--- config.mk ---
export PLATFORM = sky130hd
export DESIGN_NAME = radix_digit_converter_unit
export DESIGN_NICKNAME = d
export VERILOG_FILES = /design/src/sv/rdc_pkg.sv /design/src/sv/rdc_ram.sv /design/src/sv/rdc_div.sv /design/src/sv/radix_digit_converter_unit.sv
export SDC_FILE = /design/constraint.sdc
export NUM_CORES = 1
export LEC_CHECK = 0
export BUFFER_PORTS_ARGS = -buffer_cell sky130_fd_sc_hd__buf_2
export CORE_MARGIN = 2
export CORE_UTILIZATION = 30
export DETAILED_ROUTE_END_ITERATION = 6
export PLACE_DENSITY_LB_ADDON = 0.3
export SETUP_SLACK_MARGIN = 0.3
export SYNTH_ARGS = -nofsm -noshare
export SYNTH_HDL_FRONTEND = slang
export SYNTH_HIERARCHICAL = 1
export SYNTH_SLANG_ARGS = --single-unit
--- constraint.sdc ---
create_clock -name i_clk -period 23.3 [get_ports i_clk]
set_input_delay 4.66 -clock i_clk [delete_from_list [all_inputs] [get_ports i_clk]]
set_output_delay 4.66 -clock i_clk [all_outputs]
set_load 0.01 [all_outputs]
--- src/sv/rdc_pkg.sv ---
// shared constants, types and helpers for the radix digit converter
package rdc_pkg;

    localparam int unsigned VALUE_W     = 32;
    localparam int unsigned RADIX_W     = 5;
    localparam int unsigned DIGIT_W     = 4;
    localparam int unsigned CHAR_W      = 7;
    localparam int unsigned STACK_DEPTH = 32;
    localparam int unsigned ADDR_W      = $clog2(STACK_DEPTH);
    localparam int unsigned SP_W        = ADDR_W + 1;

    localparam int unsigned STEPS_PER_CYCLE = 8;
    localparam int unsigned DIV_CYCLES      = VALUE_W / STEPS_PER_CYCLE;
    localparam int unsigned DIV_CNT_W       = $clog2(DIV_CYCLES);

    localparam logic [RADIX_W-1:0] RADIX_RESET = RADIX_W'(10);
    localparam logic [RADIX_W-1:0] RADIX_MIN   = RADIX_W'(2);
    localparam logic [RADIX_W-1:0] RADIX_MAX   = RADIX_W'(16);

    localparam logic [CHAR_W-1:0] CHAR_ZERO   = CHAR_W'(48);
    localparam logic [CHAR_W-1:0] CHAR_A      = CHAR_W'(65);
    localparam logic [DIGIT_W-1:0] DIGIT_TEN  = DIGIT_W'(10);

    typedef struct packed {
        logic                  done;
        logic [VALUE_W-1:0]    quotient;
        logic [DIGIT_W-1:0]    remainder;
    } t_div_res;

    function automatic logic [RADIX_W-1:0] effective_radix(input logic [RADIX_W-1:0] r);
        logic [RADIX_W-1:0] res;
        if (r < RADIX_MIN) begin
            res = RADIX_MIN;
        end else if (r > RADIX_MAX) begin
            res = RADIX_MAX;
        end else begin
            res = r;
        end
        return res;
    endfunction

    function automatic logic [CHAR_W-1:0] digit_to_ascii(input logic [DIGIT_W-1:0] d);
        logic [CHAR_W-1:0] c;
        if (d < DIGIT_TEN) begin
            c = CHAR_ZERO + CHAR_W'(d);
        end else begin
            c = CHAR_A + CHAR_W'(d - DIGIT_TEN);
        end
        return c;
    endfunction

endpackage

--- src/sv/rdc_ram.sv ---
// generic single-port-write ram with registered read
module rdc_ram #(
    parameter int unsigned WIDTH = 4,
    parameter int unsigned DEPTH = 32
) (
    input  logic                     i_clk,
    input  logic                     i_we,
    input  logic [$clog2(DEPTH)-1:0] i_waddr,
    input  logic [WIDTH-1:0]         i_wdata,
    input  logic [$clog2(DEPTH)-1:0] i_raddr,
    output logic [WIDTH-1:0]         o_rdata
);

    logic [WIDTH-1:0] r_mem [DEPTH];
    logic [WIDTH-1:0] r_rdata;

    always_ff @(posedge i_clk) begin
        if (i_we) begin
            r_mem[i_waddr] <= i_wdata;
        end
        r_rdata <= r_mem[i_raddr];
    end

    assign o_rdata = r_rdata;

endmodule

--- src/sv/rdc_div.sv ---
// iterative restoring divider, several quotient bits per cycle
module rdc_div (
    input  logic                        i_clk,
    input  logic                        i_rst_n,
    input  logic                        i_start,
    input  logic [rdc_pkg::VALUE_W-1:0] i_dividend,
    input  logic [rdc_pkg::RADIX_W-1:0] i_divisor,
    output rdc_pkg::t_div_res           o_res
);

    logic                          r_run;
    logic                          r_done;
    logic [rdc_pkg::DIV_CNT_W-1:0] r_cnt;
    logic [rdc_pkg::VALUE_W-1:0]   r_q;
    logic [rdc_pkg::RADIX_W-1:0]   r_rem;
    logic [rdc_pkg::RADIX_W-1:0]   r_div;

    logic [rdc_pkg::VALUE_W-1:0]   n_q;
    logic [rdc_pkg::RADIX_W-1:0]   n_rem;

    always_comb begin
        n_q   = r_q;
        n_rem = r_rem;
        for (int i = 0; i < int'(rdc_pkg::STEPS_PER_CYCLE); i++) begin
            n_rem = {n_rem[rdc_pkg::RADIX_W-2:0], n_q[rdc_pkg::VALUE_W-1]};
            n_q   = {n_q[rdc_pkg::VALUE_W-2:0], 1'b0};
            if (n_rem >= r_div) begin
                n_rem  = n_rem - r_div;
                n_q[0] = 1'b1;
            end
        end
    end

    always_ff @(posedge i_clk) begin
        if (!i_rst_n) begin
            r_run  <= 1'b0;
            r_done <= 1'b0;
            r_cnt  <= '0;
        end else begin
            r_done <= 1'b0;
            if (i_start) begin
                r_run <= 1'b1;
                r_cnt <= '0;
            end else if (r_run) begin
                r_cnt <= r_cnt + 1'b1;
                if (r_cnt == rdc_pkg::DIV_CNT_W'(rdc_pkg::DIV_CYCLES - 1)) begin
                    r_run  <= 1'b0;
                    r_done <= 1'b1;
                end
            end
        end
    end

    always_ff @(posedge i_clk) begin
        if (i_start) begin
            r_q   <= i_dividend;
            r_rem <= '0;
            r_div <= i_divisor;
        end else if (r_run) begin
            r_q   <= n_q;
            r_rem <= n_rem;
        end
    end

    assign o_res.done      = r_done;
    assign o_res.quotient  = r_q;
    assign o_res.remainder = r_rem[rdc_pkg::DIGIT_W-1:0];

endmodule

--- src/sv/radix_digit_converter_unit.sv ---
// top level: converts a 32-bit value into ascii digits of a programmable radix
//
// usage: drive i_value and pulse start while busy is low; the item is taken at
// that edge. busy stays high until the last character has been shown.
// the radix register is written through i_cfg_we / i_cfg_wdata while idle;
// values below 2 act as 2 and values above 16 act as 16. reset sets it to 10.
// results: one character per cycle on o_digit_char with o_digit_strobe high,
// most significant first; o_last_digit marks the least significant one.
// the receiver cannot stall, each character is shown for one cycle only.
// a value of zero gives no characters and busy stays low.
// each digit needs one division in the shared divider plus a handoff in which
// the remainder is pushed onto the digit stack and, if the quotient is not yet
// zero, the next division starts; then the digit stack is read out at one
// character per cycle through the registered stack ram.
// reset (synchronous, active low) returns the sequencer to idle with an empty
// stack; stack contents are not cleared.
module radix_digit_converter_unit (
    input  logic                          i_clk,
    input  logic                          i_rst_n,
    input  logic                          start,
    output logic                          busy,
    input  logic [rdc_pkg::VALUE_W-1:0]   i_value,
    input  logic                          i_cfg_we,
    input  logic [rdc_pkg::RADIX_W-1:0]   i_cfg_wdata,
    output logic                          o_digit_strobe,
    output logic [rdc_pkg::CHAR_W-1:0]    o_digit_char,
    output logic                          o_last_digit
);

    localparam logic [1:0] ST_IDLE = 2'd0;
    localparam logic [1:0] ST_DIV  = 2'd1;
    localparam logic [1:0] ST_POP  = 2'd2;

    logic [1:0]                   r_state, n_state;
    logic [rdc_pkg::SP_W-1:0]     r_sp, n_sp;
    logic [rdc_pkg::RADIX_W-1:0]  r_radix;
    logic [rdc_pkg::RADIX_W-1:0]  r_base, n_base;
    logic                         r_rd_pend, n_rd_pend;
    logic                         r_rd_last, n_rd_last;

    rdc_pkg::t_div_res            div_res;
    logic                         div_start;
    logic [rdc_pkg::VALUE_W-1:0]  div_dividend;
    logic [rdc_pkg::RADIX_W-1:0]  div_divisor;

    logic                         ram_we;
    logic [rdc_pkg::ADDR_W-1:0]   ram_waddr;
    logic [rdc_pkg::ADDR_W-1:0]   ram_raddr;
    logic [rdc_pkg::DIGIT_W-1:0]  ram_rdata;
    logic [rdc_pkg::SP_W-1:0]     sp_dec;

    assign busy   = (r_state != ST_IDLE) || r_rd_pend;
    assign sp_dec = r_sp - 1'b1;

    always_comb begin
        n_state      = r_state;
        n_sp         = r_sp;
        n_base       = r_base;
        n_rd_pend    = 1'b0;
        n_rd_last    = 1'b0;
        div_start    = 1'b0;
        div_dividend = div_res.quotient;
        div_divisor  = r_base;
        ram_we       = 1'b0;
        ram_waddr    = r_sp[rdc_pkg::ADDR_W-1:0];
        ram_raddr    = sp_dec[rdc_pkg::ADDR_W-1:0];
        unique case (r_state)
            ST_IDLE: begin
                div_dividend = i_value;
                div_divisor  = rdc_pkg::effective_radix(r_radix);
                if (start && !busy && (i_value != '0)) begin
                    n_base    = rdc_pkg::effective_radix(r_radix);
                    n_sp      = '0;
                    div_start = 1'b1;
                    n_state   = ST_DIV;
                end
            end
            ST_DIV: begin
                if (div_res.done) begin
                    ram_we = (r_sp < rdc_pkg::SP_W'(rdc_pkg::STACK_DEPTH));
                    if (ram_we) begin
                        n_sp = r_sp + 1'b1;
                    end
                    if (div_res.quotient == '0) begin
                        n_state = ST_POP;
                    end else begin
                        div_start = 1'b1;
                    end
                end
            end
            ST_POP: begin
                n_sp      = sp_dec;
                n_rd_pend = 1'b1;
                n_rd_last = (sp_dec == '0);
                if (sp_dec == '0) begin
                    n_state = ST_IDLE;
                end
            end
            default: begin
                n_state = ST_IDLE;
            end
        endcase
    end

    always_ff @(posedge i_clk) begin
        if (!i_rst_n) begin
            r_state   <= ST_IDLE;
            r_sp      <= '0;
            r_radix   <= rdc_pkg::RADIX_RESET;
            r_base    <= rdc_pkg::RADIX_RESET;
            r_rd_pend <= 1'b0;
            r_rd_last <= 1'b0;
        end else begin
            r_state   <= n_state;
            r_sp      <= n_sp;
            r_base    <= n_base;
            r_rd_pend <= n_rd_pend;
            r_rd_last <= n_rd_last;
            if (i_cfg_we) begin
                r_radix <= i_cfg_wdata;
            end
        end
    end

    rdc_div u_div (
        .i_clk      (i_clk),
        .i_rst_n    (i_rst_n),
        .i_start    (div_start),
        .i_dividend (div_dividend),
        .i_divisor  (div_divisor),
        .o_res      (div_res)
    );

    rdc_ram #(
        .WIDTH (rdc_pkg::DIGIT_W),
        .DEPTH (rdc_pkg::STACK_DEPTH)
    ) u_stack (
        .i_clk   (i_clk),
        .i_we    (ram_we),
        .i_waddr (ram_waddr),
        .i_wdata (div_res.remainder),
        .i_raddr (ram_raddr),
        .o_rdata (ram_rdata)
    );

    assign o_digit_strobe = r_rd_pend;
    assign o_digit_char   = rdc_pkg::digit_to_ascii(ram_rdata);
    assign o_last_digit   = r_rd_last;

endmodule
**Word level (Yosys, flattened, before mapping)**

Memories as Yosys holds them, arrays and structs flattened. A register that Yosys moved wholly into a read port is not among the register bits.
Cells that the tools add are included.

- Add/sub/neg operators: 14
- Magnitude comparators: 12
- Eq/ne operators: 9
- Muxes and demuxes: 45
- Bitwise gates (word level): 2
- Reduce and logical (&&, ||, !) cells: 18

Operator list:

| operator | count |
|---|---|
| 2-to-1 mux 32 bit | 3 |
| greater-or-equal comparator 5 bit | 8 |
| logical NOT 32 bit | 1 |
| 2-to-1 mux 4 bit | 8 |
| nonzero test 32 bit | 1 |
| subtractor 4 bit | 8 |
| 2-to-1 mux 1 bit | 20 |
| 2-to-1 mux 6 bit | 3 |
| case mux 6 bit (3 select lines) | 1 |
| 2-to-1 mux 5 bit | 3 |
| 2-to-1 mux 2 bit | 4 |
| inequality test 2 bit, second input constant | 4 |
| AND reduction 4 bit | 2 |
| adder 6 x 4 -> 7 bit, first input constant | 1 |
| adder 7 bit, first input constant | 1 |
| 2-to-1 mux 7 bit | 1 |
| adder 6 x 1 -> 6 bit, second input constant | 1 |
| logical NOT 6 bit | 1 |
| less-than comparator 6 bit, second input constant | 1 |
| case mux 2 bit (3 select lines) | 1 |
| AND reduction 2 bit | 3 |
| subtractor 6 x 1 -> 6 bit, second input constant | 1 |
| > comparator 5 bit, second input constant | 1 |
| less-than comparator 5 x 2 -> 1 bit, second input constant | 1 |
| 16 further kinds | 21 |

- Register bits after elaboration: 65
- Memory bits (writable): 128
- Output and inout bits: 10
- Logic and storage cells: 113
- Memories: 1

Memory list:

| name | words | width | rd ports | clocked after memory_dff | wr ports | RTL line | RTL |
|---|---|---|---|---|---|---|---|
| u_stack.r_mem | 32 | 4 | 1 | 1 | 1 | rdc_ram.sv:14 | `logic [WIDTH-1:0] r_mem [DEPTH];` |

**Depth between registers and ports, before layout**

- Depth in word-level cells: 18
- Mapped depth: 51

**Modules after synthesis**

Netlist, hierarchy kept.

Modules (own cells, without submodules):

| module | instances | cells an instance | area an instance (um^2) | sequential area each (um^2) |
|---|---|---|---|---|
| rdc_ram | 1 | 231 | 5138.7 | 3923.8 |
| rdc_div | 1 | 329 | 3664.8 | 1271.2 |
| radix_digit_converter_unit | 1 | 228 | 1936.9 | 400.4 |

**Least setup slack after synthesis**

Ideal clock, no wire load.

- Path kind: register -> register
- From: register u_div/r_div[1] in the netlist's numbering
- To: register u_div/r_rem[3] in the netlist's numbering
- Arrival time: 10.522 ns
- Setup slack: 12.690 ns
- Cell stages (with the launch flop): 47
- Cells stage by stage: edfxtp_1 > inv_1 > ha_1 > a31oi_1 > o21ai_2 > mux2_2 > ha_1 > o21a_1 > o31ai_2 > a31oi_1 > mux2_2 > ha_1 > o21a_1 > o31ai_2 > a31oi_1 > a21oi_1 > o21ai_0 > nand2_1 > [11 not listed] > ha_1 > nor2b_1 > o31ai_1 > o2bb2ai_1 > nand2_1 > o21a_1 > ha_1 > nor2b_1 > o31a_2 > o22ai_4 > o211ai_1 > o21ai_0 > ha_1 > a21o_1 > a31oi_1 > o21ai_1 > a311o_1 > a311oi_2

- Longest elaborated chain between the ends: 16

Ends and longest elaborated chain:

| what | RTL line | RTL |
|---|---|---|
| start, declared | rdc_div.sv:16 | `logic [rdc_pkg::RADIX_W-1:0] r_div;` |
| start signal, assigned | rdc_div.sv:58 | `r_div <= i_divisor;` |
| subtractor 4 bit / greater-or-equal comparator 5 bit (equally long branches) | rdc_div.sv:28, rdc_div.sv:27 |  |
| 2-to-1 mux 4 bit | rdc_div.sv:27 | `if (n_rem >= r_div) begin` |
| subtractor 4 bit / greater-or-equal comparator 5 bit (equally long branches) | rdc_div.sv:28, rdc_div.sv:27 |  |
| 2-to-1 mux 4 bit | rdc_div.sv:27 |  |
| subtractor 4 bit / greater-or-equal comparator 5 bit (equally long branches) | rdc_div.sv:28, rdc_div.sv:27 |  |
| 2-to-1 mux 4 bit | rdc_div.sv:27 |  |
| greater-or-equal comparator 5 bit / subtractor 4 bit (equally long branches) | rdc_div.sv:27, rdc_div.sv:28 |  |
| 2-to-1 mux 4 bit | rdc_div.sv:27 |  |
| subtractor 4 bit / greater-or-equal comparator 5 bit (equally long branches) | rdc_div.sv:28, rdc_div.sv:27 |  |
| 2-to-1 mux 4 bit | rdc_div.sv:27 |  |
| subtractor 4 bit / greater-or-equal comparator 5 bit (equally long branches) | rdc_div.sv:28, rdc_div.sv:27 |  |
| 2-to-1 mux 4 bit | rdc_div.sv:27 |  |
| greater-or-equal comparator 5 bit / subtractor 4 bit (equally long branches) | rdc_div.sv:27, rdc_div.sv:28 |  |
| 2-to-1 mux 4 bit | rdc_div.sv:27 |  |
| subtractor 4 bit / greater-or-equal comparator 5 bit (equally long branches) | rdc_div.sv:28, rdc_div.sv:27 |  |
| 2-to-1 mux 4 bit * | rdc_div.sv:27 |  |
| end signal, assigned | rdc_div.sv:61 | `r_rem <= n_rem;` |
| end, declared | rdc_div.sv:15 | `logic [rdc_pkg::RADIX_W-1:0] r_rem;` |

Every way passes the cells marked *; elsewhere a longest branch is shown, timed or not.
A chain may end at the register's enable or synchronous reset.

**Final worst setup path**

Same ends and word-level chain as after synthesis.

==> metrics.md <==
| Metric | Value |
|---|---|
| WP buf/inv | 2 |
| Routed WL per cell | around 18 microns |
| GRT overflow | 0 |
| FILL cells | 3431 |
| Clock transition at path regs | approximately 0.080 ns |
| Via density | 5.045 |
| Post-synth cell types | 79 |
| Die height | around 190 microns |
| Post-synth EDFFs | 165 |
| Critical path origin | u_div/r_div[1] |
| Core box area | between 30000 and 40000 sq um |
| FFs w/ async S/R, synth | 0 |
| Yosys warns | 6 |
| FP Rows | 69 |
| Hold Fails Final Rpt | 0 |
| Clock skew | 0.01873 ns |
| Cell mode on critical path | ha_1 |
| Clock Latency Late Sink | 0.45 ns |
| Post-synth top area cell | edfxtp_1 |
| Top-count cell post-synth | edfxtp_1 |
| Initial antenna violation count | 0 |
| CTS buffer count | 17 |
| CP max-delay cell | edfxtp_1 |
| Final setup fails | 0 |
| Crit-path max FO | 10 |
| H-tree Lvls | 4 |
| Synth-to-Final Area Change | 13.30% |
| Global Route Usage Sum | 0.1303 |
| Post-Synth Adder-Cell Area | 0.07549 |
| Total vias in the final route | approximately 6600 |
| Nets | 939 |
| Seq/Total Area, Yosys | 0.5210 |
| Clk sinks | a little under 200 |
| # DRC | 0 |
| FF-to-FF path depth | 44 |
| Slew Limit Headroom | 0.2896 |
| Synth top area cells | edfxtp_1 46%, mux4_2 8.4%, mux2_2 8.0% |
| PostCTS Resize Cnt | 0 |
| Min-delay worst type | flip-flop to flip-flop |
| Critical R2R Capture | u_div/r_rem[3] |
| DR pass1 iterations | 5 |
| First-pass GRT wire length | 38500 microns |
| PnR worst setup slack | 11.00 ns |
| R2r startpoint | u_div/r_div[1] |
| Simple-Gate Fraction of Synth Area | 0.08830 |
| Starting Density | 0.3034 |
| Hold Buf Count CTS | 0 |
| Clock Tree Buf Depth | 2 |
| Commonest cells in the netlist | 165 x edfxtp_1, 76 x mux2_2, 65 x nor2_1 |
| Synth Area in Compound Gates | 0.08877 |
| Worst-Margin Slew | 1.062 ns |
| Largest net degree at the start of global routing | 45 |
| Critical path depth in cells | 44 |
| Synth Cell Area | 10740 sq um |
| Mux cell area share after synthesis | 0.1808 |
| Crit share post-route | 0.5280 |
| Required @ worst endpoint | 23.66 ns |
| CTS tree | yes |
| Cell count after synthesis | 788 |
| Delay of the slowest critical-path stage | 0.66 ns |
| Max_cap viols | 0 |
| Setup crit end kind | flip-flop |
| Detailed Route WL | 23880 microns |
| Vias in the first global route | ~7000 |
| FF-to-FF setup slack | approximately 11 ns |
| Status | finished clean |
| IO Count | 51 |
| DP Worst Slack | 10.90 ns |
| Critical path's top delay family | compound AO/OA/AOI/OAI gates |
| RSZ-0062 raised after global routing | no |
| Largest family of logic cells by synthesized area | multiplexers |
| Die area | 37330 sq um |
| Setup TNS | 0 ns |
| Number of port buffers | 50 |
| Yosys reg bits | 197 |
| Max frequency | between 80 and 90 MHz |
| Share of Yosys cell area claimed by the top area cell type | 0.4613 |
| Layout cells sized above 1 | 0.2867 |
| Critical path endpoint | u_div/r_rem[3] |
| Net Count, Synth | 889 |
| Post-Synth XOR/XNOR Area | 0.01712 |
| Final ANT Viol Nets | 0 |
| Ys flop type | edfxtp_1 |
| Post-synthesis average cell area | 13.63 sq um |
| Kind of critical path | flip-flop to flip-flop |
| Final Max Tran Viols | 0 |
| Placer Congestion | 0.8130 |
| Final Critical Period | around 12 ns |
| Post-CTS Setup Bufs | 0 |
| 1st-iter DRT viols | between 400 and 500 |
| HPWL after DPL | 16760 microns |
| CP Launch Type | flip-flop |
| Antenna cells | 0 |
| Clock root cell | clkbuf_16 |
| Crit path DAT | 12.66 ns |
| Die width | 193.2 microns |
==> cells in the final DEF (no fill, tap or decap), drive strengths merged, types with 3 or more instances in the layout <==
master / count
edfxtp: 165
mux2: 79
nor2: 65
buf: 59
ha: 52
inv: 49
mux4: 40
nand2: 35
dfxtp: 32
a21oi: 25
o21ai: 24
nor4: 17
clkbuf: 17
mux2i: 14
o21a: 13
xnor2: 12
nand4: 11
a21o: 9
xor2: 9
nor2b: 9
nand3: 8
fa: 8
nor3: 8
a31oi: 7
nand2b: 7
nand3b: 6
o31ai: 6
clkinv: 5
o31a: 5
o22ai: 5
a311oi: 4
or4: 3
a31o: 3
o211ai: 3
or3b: 3
a211oi: 3
==> sequential cells by signal (all words and copies together), names as in the netlist, 2 cells and up <==
register and flops:
r_base 5, r_radix 5, r_sp 6, r_state 2
u_div/r_cnt 2, u_div/r_div 5, u_div/r_q 32, u_div/r_rem 4
u_stack/o_rdata 4, u_stack/r_mem 128
==> cell type report <==
| cell class | count | area, sq um | area share |
|---|---|---|---|
| Inverter | 39 | 146.4 | 0.01203 |
| Tap cell | 461 | 576.8 | 0.04740 |
| Clock inverter | 15 | 236.5 | 0.01943 |
| Multi-Input combinational cell | 524 | 4871 | 0.4003 |
| Sequential cell | 197 | 5595 | 0.4598 |
| Clock buffer | 17 | 425.4 | 0.03496 |
| Timing Repair Buffer | 59 | 317.8 | 0.02612 |
==> cells by family after synthesis <==
kind of cell | count (synthesis)
buffers and inverters | 67
muxes | 133
and+or+nand+nor | 185
xor gates and xnor gates | 21
DFF | 197
adders and majority gates | 60
AOI/OAI and AO/OA | 125
==> worst min-delay path by stage <==
stage                from    endpoint  slack (ns)  depth (start not counted)
4_1_cts        r_state[0]  r_state[0]        0.49                          2
3_5_place_dp   r_state[0]  r_state[0]        0.47                          2
5_1_grt        r_state[0]  r_state[0]        0.51                          2
2_1_floorplan   r_base[3]   r_base[3]        0.44                          2
3_3_place_gp    r_base[3]   r_base[3]        0.45                          2
6_report       r_state[0]  r_state[0]        0.48                          2
==> metrics by stage <==
stage	util	hold WS [ns]	std cells	cell area, sq um
2_1_floorplan	-	0.4399	788	10740
3_3_place_gp	0.3251	0.4527	1280	11510
3_5_place_dp	0.3251	0.4741	1280	11510
4_1_cts	0.3438	0.4863	1312	12170
5_1_grt	0.3438	0.5059	1312	12170
6_report	0.3438	0.4822	1312	12170
==> worst register-to-register path: cells and delay by family (launching register included) <==
family | cells | cell delay [ns]
compound gates | 21 | 5.39
fa+ha+maj | 8 | 2.53
buf+inv | 2 | 0.51
flops | 1 | 0.66
mux | 3 | 1.22
simple gates | 10 | 1.91
==> metal layers <==
layer	track usage	vias to the layer above	wire length (microns)
met5	0	-	0
met4	0.03534	0	176
met3	0.02040	11	822
met2	0.2149	141	11650
met1	0.1784	3308	11230
li1	-	3159	-
Power is not shown: default switching activity piles up to over one toggle a cycle in this logic, so the estimate is an artifact.
